<file path="src/hdl/swm_pkg.sv">
`timescale 1ns / 1ps
// ----------------------------------------------------------------------------
// swm_pkg: shared types and constants of the star wildcard matcher
// Request codes, character width, the star code point and the control
// structures passed between the top level and the matching core.
// ----------------------------------------------------------------------------
package swm_pkg;

    localparam int CHAR_W = 21;

    localparam logic [CHAR_W-1:0] STAR_CHAR = 21'd42;

    typedef enum logic [1:0] {
        ACT_CLEAR  = 2'd0,
        ACT_APPEND = 2'd1,
        ACT_TEXT   = 2'd2,
        ACT_END    = 2'd3
    } t_action;

    // One request handed to the core in the cycle it is executed.
    typedef struct packed {
        logic              step;
        t_action           action;
        logic [CHAR_W-1:0] character;
    } t_core_req;

    // Verdict for the text seen so far, valid in any cycle.
    typedef struct packed {
        logic matched;
        logic overflow;
    } t_core_rsp;

endpackage

</file>
<file path="src/hdl/swm_if.sv">
`timescale 1ns / 1ps
// ----------------------------------------------------------------------------
// swm_if: request and result channels of the star wildcard matcher
// Valid/ready channels; a transfer happens when valid and ready are high.
// ----------------------------------------------------------------------------
interface swm_in_if
    import swm_pkg::*;
();
    logic              valid;
    logic              ready;
    t_action           action;
    logic [CHAR_W-1:0] character;

    modport source (output valid, output action, output character, input ready);
    modport sink   (input valid, input action, input character, output ready);
endinterface

interface swm_out_if
    import swm_pkg::*;
();
    logic valid;
    logic ready;
    logic matched;
    logic overflow;

    modport source (output valid, output matched, output overflow, input ready);
    modport sink   (input valid, input matched, input overflow, output ready);
endinterface

</file>
<file path="src/hdl/swm_core.sv">
`timescale 1ns / 1ps
// ----------------------------------------------------------------------------
// swm_core: pattern store and bit-parallel NFA
// Holds the pattern, its star mask and the active position vector; applies
// one request per cycle when stepped. Star runs are closed with a single add.
// ----------------------------------------------------------------------------
module swm_core
    import swm_pkg::*;
#(
    parameter int PATTERN_MAX = 32
) (
    input  logic      i_clk,
    input  logic      i_rst_n,
    input  t_core_req i_req,
    output t_core_rsp o_rsp
);

    localparam int LEN_W = $clog2(PATTERN_MAX + 1);
    localparam int IDX_W = (PATTERN_MAX > 1) ? $clog2(PATTERN_MAX) : 1;

    logic [CHAR_W-1:0]    r_store [PATTERN_MAX];
    logic [PATTERN_MAX-1:0] r_star, n_star;
    logic [PATTERN_MAX-1:0] r_live, n_live;
    logic [LEN_W-1:0]     r_len, n_len;
    logic                 r_ovf, n_ovf;
    logic [PATTERN_MAX:0] r_act, n_act;

    logic                 room;
    logic [IDX_W-1:0]     wr_idx;
    logic [PATTERN_MAX:0] adv;
    logic [PATTERN_MAX:0] seed;
    logic [PATTERN_MAX:0] star_ext;
    logic [PATTERN_MAX:0] gen;
    logic [PATTERN_MAX:0] carry_sum;

    assign room   = (r_len < LEN_W'(PATTERN_MAX));
    assign wr_idx = r_len[IDX_W-1:0];

    // One text character applied to every active position in parallel.
    always_comb begin
        adv = '0;
        for (int i = 0; i < PATTERN_MAX; i++) begin
            if (r_act[i] && r_star[i]) begin
                adv[i] = 1'b1;
            end
            if (r_act[i] && r_live[i] && !r_star[i] && (r_store[i] == i_req.character)) begin
                adv[i+1] = 1'b1;
            end
        end
    end

    always_comb begin
        n_star = r_star;
        n_live = r_live;
        n_len  = r_len;
        n_ovf  = r_ovf;
        seed   = (PATTERN_MAX + 1)'(1);
        unique case (i_req.action)
            ACT_CLEAR: begin
                n_star = '0;
                n_live = '0;
                n_len  = '0;
                n_ovf  = 1'b0;
            end
            ACT_APPEND: begin
                if (room) begin
                    n_star[wr_idx] = (i_req.character == STAR_CHAR);
                    n_live[wr_idx] = 1'b1;
                    n_len          = r_len + LEN_W'(1);
                end else begin
                    n_ovf = 1'b1;
                end
            end
            ACT_TEXT: begin
                seed = adv;
            end
            ACT_END: begin
            end
            default: begin
            end
        endcase
    end

    // Star closure: the carries of (seed & star) + star enter exactly the
    // positions reached from an active star through a run of stars.
    assign star_ext  = {1'b0, n_star};
    assign gen       = seed & star_ext;
    assign carry_sum = (gen + star_ext) ^ star_ext ^ gen;
    assign n_act     = seed | carry_sum;

    always_ff @(posedge i_clk) begin
        if (!i_rst_n) begin
            r_star <= '0;
            r_live <= '0;
            r_len  <= '0;
            r_ovf  <= 1'b0;
            r_act  <= (PATTERN_MAX + 1)'(1);
        end else if (i_req.step) begin
            r_star <= n_star;
            r_live <= n_live;
            r_len  <= n_len;
            r_ovf  <= n_ovf;
            r_act  <= n_act;
        end
    end

    always_ff @(posedge i_clk) begin
        if (i_req.step && (i_req.action == ACT_APPEND) && room) begin
            r_store[wr_idx] <= i_req.character;
        end
    end

    assign o_rsp.matched  = r_act[r_len] && !r_ovf;
    assign o_rsp.overflow = r_ovf;

endmodule

</file>
<file path="src/hdl/star_wildcard_matcher.sv">
`timescale 1ns / 1ps
// ----------------------------------------------------------------------------
// star_wildcard_matcher: whole-string glob match with '*' as the only wildcard
// Loads a pattern one character per request, then matches streamed text
// characters against it and reports one verdict per end-of-text request.
// ----------------------------------------------------------------------------
// The block takes one request per clock cycle for all four request kinds
// (clear pattern, append pattern character, text character and end of
// text) unless a held end-of-text request stalls it. A request is captured
// in an input register and executed from there, where a single combinational
// pass compares the character against every stored pattern position at once
// and closes runs of stars with one carry-propagating add. An end-of-text
// request produces one result, which sits in an output register until it
// is taken. While that result waits, further requests of other kinds still
// flow; only a second end-of-text request is held in the input register
// until the output register frees up. A pattern holds up to PATTERN_MAX
// characters (code point 42 is the star); appending beyond that sets the
// overflow flag, which forces every verdict to no match until the next
// clear. The pattern is kept across strings, so a new text needs no reload.
// ----------------------------------------------------------------------------
module star_wildcard_matcher
    import swm_pkg::*;
#(
    parameter int PATTERN_MAX = 32
) (
    input  logic             i_clk,
    input  logic             i_rst_n,
    swm_in_if.sink           i_in,
    swm_out_if.source        o_out
);

    // Input register: one request waiting to be executed.
    logic              r_in_valid;
    t_action           r_in_action;
    logic [CHAR_W-1:0] r_in_char;

    // Output register: one verdict waiting to be taken.
    logic              r_out_valid;
    logic              r_out_matched;
    logic              r_out_overflow;

    logic      proceed;
    t_core_req core_req;
    t_core_rsp core_rsp;

    // The held request can execute unless it is an end of text and the
    // previous verdict is still in the output register and not being taken.
    assign proceed = !((r_in_action == ACT_END) && r_out_valid && !o_out.ready);

    // The input register frees up whenever its request executes.
    assign i_in.ready = !r_in_valid || proceed;

    assign core_req.step      = r_in_valid && proceed;
    assign core_req.action    = r_in_action;
    assign core_req.character = r_in_char;

    swm_core #(
        .PATTERN_MAX (PATTERN_MAX)
    ) u_core (
        .i_clk   (i_clk),
        .i_rst_n (i_rst_n),
        .i_req   (core_req),
        .o_rsp   (core_rsp)
    );

    always_ff @(posedge i_clk) begin
        if (!i_rst_n) begin
            r_in_valid <= 1'b0;
        end else if (i_in.ready) begin
            r_in_valid <= i_in.valid;
        end
    end

    always_ff @(posedge i_clk) begin
        if (i_in.ready && i_in.valid) begin
            r_in_action <= i_in.action;
            r_in_char   <= i_in.character;
        end
    end

    // The verdict reflects the active set before the end-of-text restart,
    // which the core applies in the same cycle.
    always_ff @(posedge i_clk) begin
        if (!i_rst_n) begin
            r_out_valid <= 1'b0;
        end else if (core_req.step && (r_in_action == ACT_END)) begin
            r_out_valid <= 1'b1;
        end else if (o_out.ready) begin
            r_out_valid <= 1'b0;
        end
    end

    always_ff @(posedge i_clk) begin
        if (core_req.step && (r_in_action == ACT_END)) begin
            r_out_matched  <= core_rsp.matched;
            r_out_overflow <= core_rsp.overflow;
        end
    end

    assign o_out.valid    = r_out_valid;
    assign o_out.matched  = r_out_matched;
    assign o_out.overflow = r_out_overflow;

endmodule
</file>
<file path="src/flat_wrapper.sv">
// flat-port wrapper written by rule: the top's interface ports become plain ports
module star_wildcard_matcher_flat import swm_pkg::*;
#(
    parameter int PATTERN_MAX = 32
)
  (i_clk, i_rst_n, i_in_valid, i_in_action, i_in_character, i_in_ready, o_out_valid, o_out_matched, o_out_overflow, o_out_ready);
  swm_in_if i_in_i ();
  swm_out_if o_out_i ();
  input  logic i_clk;
  input  logic i_rst_n;
  input wire logic [$bits(i_in_i.valid)-1:0] i_in_valid;
  input wire logic [$bits(i_in_i.action)-1:0] i_in_action;
  input wire logic [$bits(i_in_i.character)-1:0] i_in_character;
  output wire logic [$bits(i_in_i.ready)-1:0] i_in_ready;
  output wire logic [$bits(o_out_i.valid)-1:0] o_out_valid;
  output wire logic [$bits(o_out_i.matched)-1:0] o_out_matched;
  output wire logic [$bits(o_out_i.overflow)-1:0] o_out_overflow;
  input wire logic [$bits(o_out_i.ready)-1:0] o_out_ready;
  assign i_in_i.valid = i_in_valid;
  assign i_in_i.action = i_in_action;
  assign i_in_i.character = i_in_character;
  assign i_in_ready = i_in_i.ready;
  assign o_out_valid = o_out_i.valid;
  assign o_out_matched = o_out_i.matched;
  assign o_out_overflow = o_out_i.overflow;
  assign o_out_i.ready = o_out_ready;
  star_wildcard_matcher #(.PATTERN_MAX(PATTERN_MAX)) u_core (.i_clk(i_clk), .i_rst_n(i_rst_n), .i_in(i_in_i), .o_out(o_out_i));
endmodule
</file>
<file path="config.mk">
export PLATFORM = sky130hd
export DESIGN_NAME = star_wildcard_matcher_flat
export DESIGN_NICKNAME = d
export VERILOG_FILES = /design/src/hdl/swm_pkg.sv /design/src/hdl/swm_if.sv /design/src/hdl/swm_core.sv /design/src/hdl/star_wildcard_matcher.sv /design/src/flat_wrapper.sv
export SDC_FILE = /design/constraint.sdc
export NUM_CORES = 1
export LEC_CHECK = 0
export BUFFER_PORTS_ARGS = -buffer_cell sky130_fd_sc_hd__buf_2
export CORE_ASPECT_RATIO = 2
export CORE_UTILIZATION = 45
export CTS_BUF_LIST = sky130_fd_sc_hd__clkbuf_16
export CTS_CLUSTER_SIZE = 12
export DETAILED_ROUTE_END_ITERATION = 6
export PLACE_DENSITY = 0.74
export SLEW_MARGIN = 20
export SYNTH_ARGS = -nofsm -noshare
export SYNTH_HDL_FRONTEND = slang
export SYNTH_HIERARCHICAL = 1
export SYNTH_SLANG_ARGS = --single-unit
</file>
<file path="constraint.sdc">
create_clock -name i_clk -period 4.1 [get_ports i_clk]
set_input_delay 1.025 -clock i_clk [delete_from_list [all_inputs] [get_ports i_clk]]
set_output_delay 1.025 -clock i_clk [all_outputs]
set_load 0.01 [all_outputs]
</file>
==> flow_summary_export.csv, run 1 <==
group,metric,value,unit
route,wl_per_cell,27.1,um
pwr,power_frac_comb,0.063,
sta,skew,0.0221,ns
route,drt-met1-wl,36.6,mm
global_route,grtUsageTotal,0.270,
sta,setup-tns-final,0,ns
sta,worst_pin_slew,1.09,ns
floorplanning,coreArea,0.0791,mm^2
synthesis,yosys_register_bits,803,
pwr,power.density,404,mW/mm^2
pwr,ir_worst_vdd,0.356,mV
clocking,clkTransAtPathRegs,0.06,ns
synthesis,synth_edf_count,697,
clocking,cts_buffers,77,
synthesis,seq_area_frac_synth,0.641,
route,wl_met2,56.4,mm
synthesis,synth_warnings,6,
worst_setup_path,path_class,"register to register",
placed_design,numPortBuffers,30,
worst_setup_path,crit_chain,"buf_4 -> buf_12 -> xnor2_1 -> nand4_1 -> nor4_1 -> buf_4 -> a21oi_1 -> and2_1 -> and3_1 -> and4bb_1 -> o2111ai_1 -> nand3_1 -> a21oi_1 -> o21ai_0",
route,wirelength,108,mm
route,via_count,23000,
synthesis,synthMuxAreaShare,0.00588,
floorplanning,num_rows,146,
sta,report.final.slew_viol_count,0,
global_route,overflow,0,
floorplanning,initial_core_util,0.454,
clocking,worstSkewPairLatency,0.65,ns
route,firstDrtPassIters,5,
worst_setup_path,critPathSlowestCell,"nor4_1",
pwr,power.total,16.6,mW
worst_setup_path,end_kind,"register",
synthesis,synth.distinct_cells,84,
synthesis,synth_area_leaders,"edfxtp_1 58%, xnor2_1 13%, dfxtp_1 5.9%",
synthesis,synth.top_cell.area_share,0.582,
run_status,status,"finished clean",
sta,hold-worst-slack,0.464,ns
route,drt_first_iter_violations,1628,
floorplanning,fp.dieH,402,um
clocking,numClockSinks,803,
worst_setup_path,crit_required,4.63,ns
worst_setup_path,crit_arrival,4.52,ns
floorplanning,dieArea,0.0811,mm^2
synthesis,async_flop_share,0,
global_route,grt_pass1_wl,159,mm
pwr,leakage,13.2,nW
global_route,antenna_found_initial,2,
synthesis,synthCells,2700,
clocking,holdBufCountCts,0,
synthesis,yosys.area_share.simple,0.102,
route,via_per_inst,5.77,
placed_design,dp_slack,-0.223,ns
layout,syn_to_final_growth,14.2,%
synthesis,synthAdderAreaFrac,0.00174,
clocking,clockBufferDepth,3,
layout,drive_gt1_frac,0.133,
worst_setup_path,worst-path-buf-inv,3,
synthesis,yosys.area.top_type,"edfxtp_1",
sta,fin_crit_sh,0.972,
synthesis,synth_area,0.0359,mm^2
synthesis,synth_compound_area_frac,0.0594,
pwr,internal_power,12.8,mW
layout,fill_cells,6502,
pwr,seq_power_share,0.540,
sta,max_slew_margin,0.271,
route,ant_nets,0,
placed_design,place.gp.congestion,1.04,
worst_setup_path,critPathLaunchType,"register",
worst_setup_path,critical_path.top_delay_family,"simple AND/OR/NAND/NOR gates",
clocking,cts_root_buffer,"clkbuf_16",
worst_setup_path,r2r_setup_slack,0.12,ns
worst_hold_path,min_path_type,"register to register",
clocking,postCtsSetupBuffers,0,
sta,fin_ws,0.115,ns
route,met3_length,4.82,mm
synthesis,synth_fp_nets,2732,
sta,rsz0062_at_grt,"false",
clocking,cts_tree,"yes",
route,top_layer,"met4",
floorplanning,die_x,202,um
run,cap_violations,0,
worst_setup_path,slowest_delay,0.52,ns
global_route,grt_pass1_vias,24300,
sta,hold_viol_final,0,
synthesis,synth_xor_area_frac,0.164,
route,drc,0,
placed_design,dp_hpwl,74.3,mm
synthesis,synth_top_family_by_area,"XOR/XNOR gates",
clocking,htree_levels,3,
synthesis,synth_common_cells,"697 x edfxtp_1, 520 x xnor2_1, 163 x nor2_1, 155 x xor2_1, 136 x nand4_1",
sta,fmaxAchievable,251,MHz
synthesis,yosysMostFrequentCell,"edfxtp_1",
sta,period_needed,3.98,ns
sta,final-setup-viol-count,0,
worst_setup_path,crit_fanout,51,
floorplanning,io_pins,31,
pwr,p_sw_frac,0.228,
synthesis,synthFlopType,"edfxtp_1",
synthesis,syn_avg_cell_area,13.3,um^2
global_route,grt_max_degree,53,
pwr,pwr-share-clk,0.397,
layout,final_core_util,0.519,
pwr,switching_power,3.78,mW
layout,nNetsFinal,2926,
-- state kept, by name (all words and copies together), names as in the netlist --
signal / cells
u_core/u_core/r_live: 32
u_core/r_in_char: 21
u_core/u_core/r_star: 32
u_core/o_out.overflow: 1
u_core/r_in_action: 2
u_core/u_core/r_store: 672
u_core/o_out.valid: 1
u_core/u_core/r_ovf: 1
u_core/u_core/r_len: 6
u_core/o_out.matched: 1
u_core/r_in_valid: 1
u_core/u_core/r_act: 33
-- final cells by class --
type	count	area, um^2	area share
Clock buffer	80	2000	0.0488
Multi-Input combinational cell	1726	12100	0.294
Sequential cell	803	23100	0.561
Clock inverter	63	313	0.00762
Tap cell	1036	1300	0.0316
Antenna cell	2	5.00	0.000122
Inverter	19	71.3	0.00174
Timing Repair Buffer	267	2250	0.0549
-- power by group through the flow --
stage               Clock [mW]  Combinational, mW  Sequential (mW)
global route              6.97               1.10             8.95
finish                    6.59               1.04             8.95
detailed placement           0               1.04             9.12
CTS                       6.70               1.04             8.95
global placement             0               1.01             9.12
floorplan                    0              0.576             9.15
-- path summary, 6_finish.rpt --
kind	startpoint	to	depth (start not counted)
worst max-delay path	u_core/r_in_char[11]$_DFFE_PP_	u_core/u_core/r_act[31]$_SDFFE_PN0P_	14
worst min-delay path	u_core/u_core/r_live[8]$_SDFFE_PN0P_	u_core/u_core/r_live[8]$_SDFFE_PN0P_	2
worst max register to register	u_core/r_in_char[11]$_DFFE_PP_	u_core/u_core/r_act[31]$_SDFFE_PN0P_	14
worst min register to register	u_core/u_core/r_live[8]$_SDFFE_PN0P_	u_core/u_core/r_live[8]$_SDFFE_PN0P_	2
-- cell usage in the layout (no fill, tap or decap), types with 93 or more instances in the layout --
cell,synthesis,routed
a21oi_1,118,117
buf_4,46,210
dfxtp_1,106,106
edfxtp_1,697,697
nand2_1,118,118
nand4_1,136,136
nor2_1,163,163
o21ai_0,93,93
xnor2_1,520,520
xor2_1,155,155
-- cell families after synthesis --
| group | after synthesis |
|---|---|
| DFF | 803 |
| and+or+nand+nor | 685 |
| xor gates and xnor gates | 675 |
| AOI/OAI and AO/OA | 350 |
| buffers and inverters | 171 |
| muxes | 11 |
| adders and majority gates | 5 |
-- metrics by stage --
step / area [um^2] / cells
3_3_place_gp: 38700 / 3850
2_1_floorplan: 35900 / 2700
6_report: 41100 / 3996
4_1_cts: 41000 / 3993
5_1_grt: 41100 / 3994
3_5_place_dp: 38700 / 3850
-- worst min-delay path, cell delays in order, from the launching register on --
cell and delay, ns:
dfxtp_1 0.32, a21oi_1 0.04, nor2_1 0.07
-- timing repair --
action	in CTS	in global routing
resized for setup	2	7
endpoints found under the setup margin	10	13
gates cloned	0	0
-- layer usage --
metal | GRT usage | up-vias
met5 | 0 | -
met4 | 0.226 | 0
met3 | 0.0402 | 378
met2 | 0.487 | 841
met1 | 0.269 | 11600
li1 | - | 10200
Power figures use the tool's default switching activity.
==> run 2, diff against run 1 <==
--- a/config.mk
+++ b/config.mk
@@ -5,13 +5,13 @@
 export SDC_FILE = /design/constraint.sdc
 export NUM_CORES = 1
 export LEC_CHECK = 0
-export BUFFER_PORTS_ARGS = -buffer_cell sky130_fd_sc_hd__buf_2
+export BUFFER_PORTS_ARGS = -buffer_cell sky130_fd_sc_hd__buf_4
 export CORE_ASPECT_RATIO = 2
-export CORE_UTILIZATION = 45
+export CORE_UTILIZATION = 37
 export CTS_BUF_LIST = sky130_fd_sc_hd__clkbuf_16
 export CTS_CLUSTER_SIZE = 12
 export DETAILED_ROUTE_END_ITERATION = 6
-export PLACE_DENSITY = 0.74
+export PLACE_DENSITY = 0.65
 export SLEW_MARGIN = 20
 export SYNTH_ARGS = -nofsm -noshare
 export SYNTH_HDL_FRONTEND = slang
==> flow_summary_export.csv, run 2 (same netlist as run 1, synthesis figures left out) <==
group,metric,value,unit
layout,nNetsFinal,2953,
layout,syn_to_final_growth,15.8,%
sta,hold_viol_final,0,
global_route,grt_max_degree,64,
layout,drive_gt1_frac,0.147,
placed_design,numPortBuffers,30,
route,drc,0,
route,wirelength,110,mm
sta,worst_pin_slew,0.824,ns
sta,period_needed,4.09,ns
worst_setup_path,crit_fanout,3,
route,wl_per_cell,26.1,um
sta,fin_crit_sh,0.997,
sta,setup-tns-final,0,ns
sta,skew,0.0297,ns
global_route,grtUsageTotal,0.224,
floorplanning,die_x,222,um
floorplanning,fp.dieH,443,um
clocking,clkTransAtPathRegs,0.07,ns
global_route,grt_pass1_vias,23700,
worst_setup_path,cp_common_cell,"a21oi_1",
route,via_count,23100,
placed_design,place.gp.congestion,1.05,
floorplanning,io_pins,31,
global_route,antenna_found_initial,2,
worst_setup_path,crit_chain,"xnor2_1 -> nand4_1 -> or4_4 -> o21ai_1 -> buf_4 -> a21oi_1 -> ha_1 -> nand2b_1 -> o31ai_2 -> buf_4 -> a31oi_1 -> a2111o_1 -> and3b_1 -> o2111a_1 -> a21oi_1 -> a21oi_1",
pwr,ir_worst_vdd,0.301,mV
clocking,cts_root_buffer,"clkbuf_16",
run_status,status,"finished clean",
floorplanning,num_rows,161,
route,firstDrtPassIters,6,
route,via_per_inst,5.49,
layout,reg_top3,"u_core/u_core/r_store: 672 flops, u_core/u_core/r_act: 33 flops",
floorplanning,initial_core_util,0.373,
clocking,clockBufferDepth,3,
placed_design,dp_hpwl,75.7,mm
clocking,numClockSinks,803,
route,ant_nets,0,
sta,max_slew_margin,0.449,
clocking,worstSkewPairLatency,0.67,ns
global_route,overflow,0,
worst_setup_path,end_kind,"register",
pwr,leakage,13.3,nW
clocking,htree_levels,3,
layout,largest_reg_flops,672,
worst_setup_path,critPathSlowestCell,"or4_4",
worst_setup_path,crit_required,4.65,ns
layout,layout_commonest_cell,"edfxtp_1",
pwr,power.density,400,mW/mm^2
worst_setup_path,r2r_setup_slack,0.01,ns
worst_setup_path,path_class,"register to register",
placed_design,dp_slack,-0.0481,ns
run,cap_violations,0,
worst_setup_path,slowest_delay,0.55,ns
layout,final_cell_mix,"697 x edfxtp_1, 520 x xnor2_1, 267 x buf_4, 155 x xor2_1, 145 x nor2_1",
sta,final-setup-viol-count,0,
clocking,cts_buffers,77,
clocking,cts_tree,"yes",
worst_hold_path,min_path_type,"register to register",
floorplanning,dieArea,0.0985,mm^2
sta,fin_ws,0.0132,ns
layout,largest-register,"u_core/u_core/r_store",
worst_setup_path,crit_arrival,4.63,ns
global_route,grt_pass1_wl,160,mm
sta,rsz0062_at_grt,"true",
sta,report.final.slew_viol_count,0,
worst_setup_path,critPathLaunchType,"register",
floorplanning,coreArea,0.0963,mm^2
route,drt_first_iter_violations,1650,
sta,fmaxAchievable,245,MHz
[run 2: changes by cell type in the layout (fill, tap and decap cells not counted), moves of 4 or more]
| cell | before | now |
|---|---|---|
| nor4_2 | 3 | 7 |
| inv_1 | 75 | 70 |
| nor2_2 | 0 | 18 |
| buf_4 | 210 | 267 |
| nor2_1 | 163 | 145 |
| buf_2 | 30 | 0 |
| nor4_1 | 71 | 67 |
[run 2: critical path, delay by kind of cell, from the launching register on]
family	cells	cell delay, ns
buf+inv	2	0.28
fa+ha+maj	1	0.19
compound gates	8	1.56
flops	1	0.45
simple gates	4	1.31
xor+xnor	1	0.19
[run 2: path summary, 6_finish.rpt]
path                                                 to                             startpoint  cells after the start
setup / recovery   u_core/u_core/r_act[30]$_SDFFE_PN0P_         u_core/r_in_char[19]$_DFFE_PP_                     16
hold / removal    u_core/u_core/r_live[20]$_SDFFE_PN0P_  u_core/u_core/r_live[20]$_SDFFE_PN0P_                      2
setup reg to reg   u_core/u_core/r_act[30]$_SDFFE_PN0P_         u_core/r_in_char[19]$_DFFE_PP_                     16
hold reg to reg   u_core/u_core/r_live[20]$_SDFFE_PN0P_  u_core/u_core/r_live[20]$_SDFFE_PN0P_                      2
[run 2: stage by stage]
step	area, um^2	cells	hold slack (ns)	total power [mW]	util
final	41600	4206	0.472	16.6	0.432
after floorplan	35900	2700	0.429	9.73	-
after global routing	41600	4206	0.487	17.1	0.432
after global placement	39200	4059	0.441	10.2	0.407
after CTS	41500	4199	0.471	16.8	0.431
after detailed placement	39200	4059	0.454	10.2	0.407
[run 2: what timing repair did]
| action | in CTS | in global routing |
|---|---|---|
| pin swaps | 2 | 1 |
| setup buffers | 1 | 4 |
| gates resized for setup | 0 | 8 |
| setup endpoints to repair | 5 | 10 |
| hold endpoints to repair | 0 | 0 |
| hold buffers | 0 | 0 |
[run 2: power by group]
group / switching (mW) / internal, mW
Sequential: 0.0489 / 8.91
Clock: 3.03 / 3.59
Combinational: 0.682 / 0.378
[run 2: layout make-up]
| cell class | count | area (um^2) |
|---|---|---|
| tap | 1222 | 1530 |
| inverter | 19 | 71.3 |
| multi-input combinational | 1726 | 12100 |
| timing repair buffer | 294 | 2540 |
| antenna | 3 | 7.51 |
| clock inverter | 57 | 244 |
| sequential | 803 | 23100 |
| fill | 8709 | 54700 |
| clock buffer | 82 | 2050 |
[run 2: metal layers]
layer	vias up	global-route usage	routed length, um
li1	10300	-	-
met1	11700	0.221	37700
met2	719	0.423	59900
met3	348	0.0300	3910
met4	0	0.161	8380
met5	-	0	0
==> run 3, diff against run 2 <==
--- a/config.mk
+++ b/config.mk
@@ -5,6 +5,7 @@
 export SDC_FILE = /design/constraint.sdc
 export NUM_CORES = 1
 export LEC_CHECK = 0
+export ABC_AREA = 1
 export BUFFER_PORTS_ARGS = -buffer_cell sky130_fd_sc_hd__buf_4
 export CORE_ASPECT_RATIO = 2
 export CORE_UTILIZATION = 37
==> constraint.sdc (replaced) <==
create_clock -name i_clk -period 4.1 [get_ports i_clk]
set_input_delay 1.23 -clock i_clk [delete_from_list [all_inputs] [get_ports i_clk]]
set_output_delay 1.23 -clock i_clk [all_outputs]
set_load 0.01 [all_outputs]
==> flow_summary_export.csv, run 3 <==
group,metric,value,unit
synthesis,synth_warnings,6,
placed_design,dp_hpwl,85.1,mm
worst_setup_path,end_kind,"register",
sta,fin_crit_sh,0.882,
layout,syn_to_final_growth,12.9,%
route,ant_nets,0,
synthesis,synth_common_cells,"1122 x nand2_1, 697 x edfxtp_1, 474 x nor2_1, 379 x inv_1, 232 x xor2_1",
sta,hold_viol_final,0,
sta,worst_pin_slew,0.797,ns
floorplanning,initial_core_util,0.374,
layout,drive_gt1_frac,0.110,
worst_setup_path,crit_fanout,8,
sta,rsz0062_at_grt,"false",
route,via_per_inst,5.08,
layout,nNetsFinal,4205,
global_route,overflow,0,
clocking,clockBufferDepth,3,
worst_setup_path,worst-path-buf-inv,3,
run_status,status,"finished clean",
sta,skew,0.0202,ns
worst_hold_path,min_path_type,"register to register",
worst_setup_path,r2r_setup_slack,0.49,ns
global_route,grt_max_degree,83,
clocking,postCtsSetupBuffers,0,
sta,setup-tns-final,0,ns
clocking,cts_tree,"yes",
layout,largest_reg_flops,672,
global_route,grtUsageTotal,0.228,
global_route,grt_pass1_wl,178,mm
route,wirelength,121,mm
layout,reg_top3,"u_core/u_core/r_store: 672 flops, u_core/u_core/r_act: 33 flops",
synthesis,synth_edf_count,697,
global_route,grt_pass1_vias,27800,
worst_setup_path,slowest_delay,0.63,ns
worst_setup_path,crit_chain,"nand3_1 -> nor2_1 -> nand2_1 -> a21oi_1 -> nand2_1 -> nand2_2 -> inv_2 -> a21oi_4 -> nand3_2 -> nor3_2 -> nand2_1 -> nand2_1 -> inv_1 -> o21bai_1 -> o21ai_0 -> inv_1",
run,cap_violations,0,
floorplanning,io_pins,31,
worst_setup_path,critical_path.top_delay_family,"simple AND/OR/NAND/NOR gates",
worst_setup_path,crit_required,4.69,ns
floorplanning,fp.dieH,460,um
synthesis,yosys_register_bits,803,
worst_setup_path,critPathLaunchType,"register",
route,drc,0,
worst_setup_path,path_class,"register to register",
global_route,antenna_found_initial,4,
clocking,cts_root_buffer,"clkbuf_16",
placed_design,placedCellCount,5444,
sta,final-setup-viol-count,0,
route,firstDrtPassIters,6,
clocking,cts_buffers,79,
layout,largest-register,"u_core/u_core/r_store",
synthesis,synth_area_leaders,"edfxtp_1 54%, nand2_1 11%, dfxtp_1 5.5%",
sta,period_needed,3.61,ns
layout,final_cell_mix,"1122 x nand2_1, 697 x edfxtp_1, 453 x nor2_1, 396 x inv_1, 232 x xor2_1",
pwr,power.density,383,mW/mm^2
synthesis,syn_avg_cell_area,9.59,um^2
worst_setup_path,cp_common_cell,"nand2_1",
clocking,htree_levels,3,
synthesis,synth_area,0.0389,mm^2
clocking,worstSkewPairLatency,0.66,ns
sta,hold-worst-slack,0.470,ns
worst_setup_path,critPathSlowestCell,"nor2_1",
sta,fin_ws,0.485,ns
floorplanning,die_x,231,um
clocking,clkTransAtPathRegs,0.07,ns
synthesis,yosys.area.top_type,"edfxtp_1",
pwr,leakage,16.6,nW
clocking,post_cts_resized,0,
layout,final_core_util,0.423,
floorplanning,dieArea,0.106,mm^2
placed_design,numPortBuffers,30,
placed_design,place.gp.congestion,1.05,
synthesis,synth_fp_nets,4086,
route,wl_per_cell,21.8,um
layout,finalNonFillerCells,5557,
synthesis,seq_area_frac_synth,0.593,
placed_design,dp_slack,0.699,ns
layout,fill_cells,9735,
synthesis,synthFlopType,"edfxtp_1",
sta,max_slew_margin,0.469,
clocking,numClockSinks,803,
synthesis,yosysMostFrequentCell,"nand2_1",
sta,fmaxAchievable,277,MHz
floorplanning,num_rows,167,
synthesis,synth.distinct_cells,55,
worst_setup_path,crit_arrival,4.21,ns
pwr,ir_worst_vdd,0.287,mV
sta,report.final.slew_viol_count,0,
synthesis,async_flop_share,0,
route,drt_first_iter_violations,2280,
clocking,holdBufCountCts,0,
layout,layout_commonest_cell,"nand2_1",
synthesis,synth.top_cell.area_share,0.538,
synthesis,synthCells,4054,
floorplanning,coreArea,0.104,mm^2
route,via_count,28300,
-- run 3: changes by cell type after synthesis, sizes merged, moves of 79 or more --
cell,before,now
xnor2,520,172
nor2,163,496
inv,19,400
nand4,136,57
nand3,39,167
nand2,118,1134
-- run 3: path summary, 6_finish.rpt --
kind	from	to	cells after the start
worst max-delay path	u_core/u_core/r_len[2]$_SDFFE_PN0P_	u_core/u_core/r_act[16]$_SDFFE_PN0P_	16
worst min-delay path	u_core/u_core/r_live[4]$_SDFFE_PN0P_	u_core/u_core/r_live[4]$_SDFFE_PN0P_	2
worst min register to register	u_core/u_core/r_live[4]$_SDFFE_PN0P_	u_core/u_core/r_live[4]$_SDFFE_PN0P_	2
worst max register to register	u_core/u_core/r_len[2]$_SDFFE_PN0P_	u_core/u_core/r_act[16]$_SDFFE_PN0P_	16
-- run 3: per-stage QoR --
stage          total power, mW  area, um^2
2_1_floorplan             9.76       38900
3_3_place_gp              10.2       41700
3_5_place_dp              10.3       41700
4_1_cts                   16.9       43900
5_1_grt                   17.3       43900
6_report                  16.8       43900
-- run 3: cell families after synthesis --
logic type      after synthesis  synth area share
simple gates               1984             0.212
fa+ha+maj                     5           0.00161
buf+inv                     561            0.0597
flops                       803             0.593
compound gates              297            0.0430
xor+xnor                    404            0.0910
-- run 3: metal layers --
| layer | GRT usage | vias to the layer above | routed length [um] |
|---|---|---|---|
| met2 | 0.419 | 920 | 64000 |
| li1 | - | 13300 | - |
| met5 | 0 | - | 43 |
| met1 | 0.232 | 13600 | 41100 |
| met3 | 0.0316 | 351 | 6300 |
| met4 | 0.171 | 6 | 9900 |
-- run 3: cell type report --
type | count | area (um^2) | share of cell area
clock inverter | 29 | 163 | 0.00371
multi-input combinational | 2690 | 13600 | 0.311
tap | 1352 | 1690 | 0.0385
sequential | 803 | 23100 | 0.525
inverter | 404 | 1520 | 0.0346
antenna | 1 | 2.50 | 0.0000570
timing repair buffer | 195 | 1750 | 0.0399
clock buffer | 83 | 2080 | 0.0473
-- run 3: report_power, final --
group / leakage (nW) / internal (mW) / switching (mW)
sequential: 7.14 / 8.91 / 0.0600
clock: 1.15 / 3.66 / 3.06
combinational: 8.29 / 0.345 / 0.776
-- run 3: worst reg2reg max path, delay by kind of cell (launching register included) --
kind,cells,cell delay [ns]
DFF,1,0.58
AOI/OAI and AO/OA,4,0.62
buffers and inverters,3,0.24
and+or+nand+nor,9,2.13
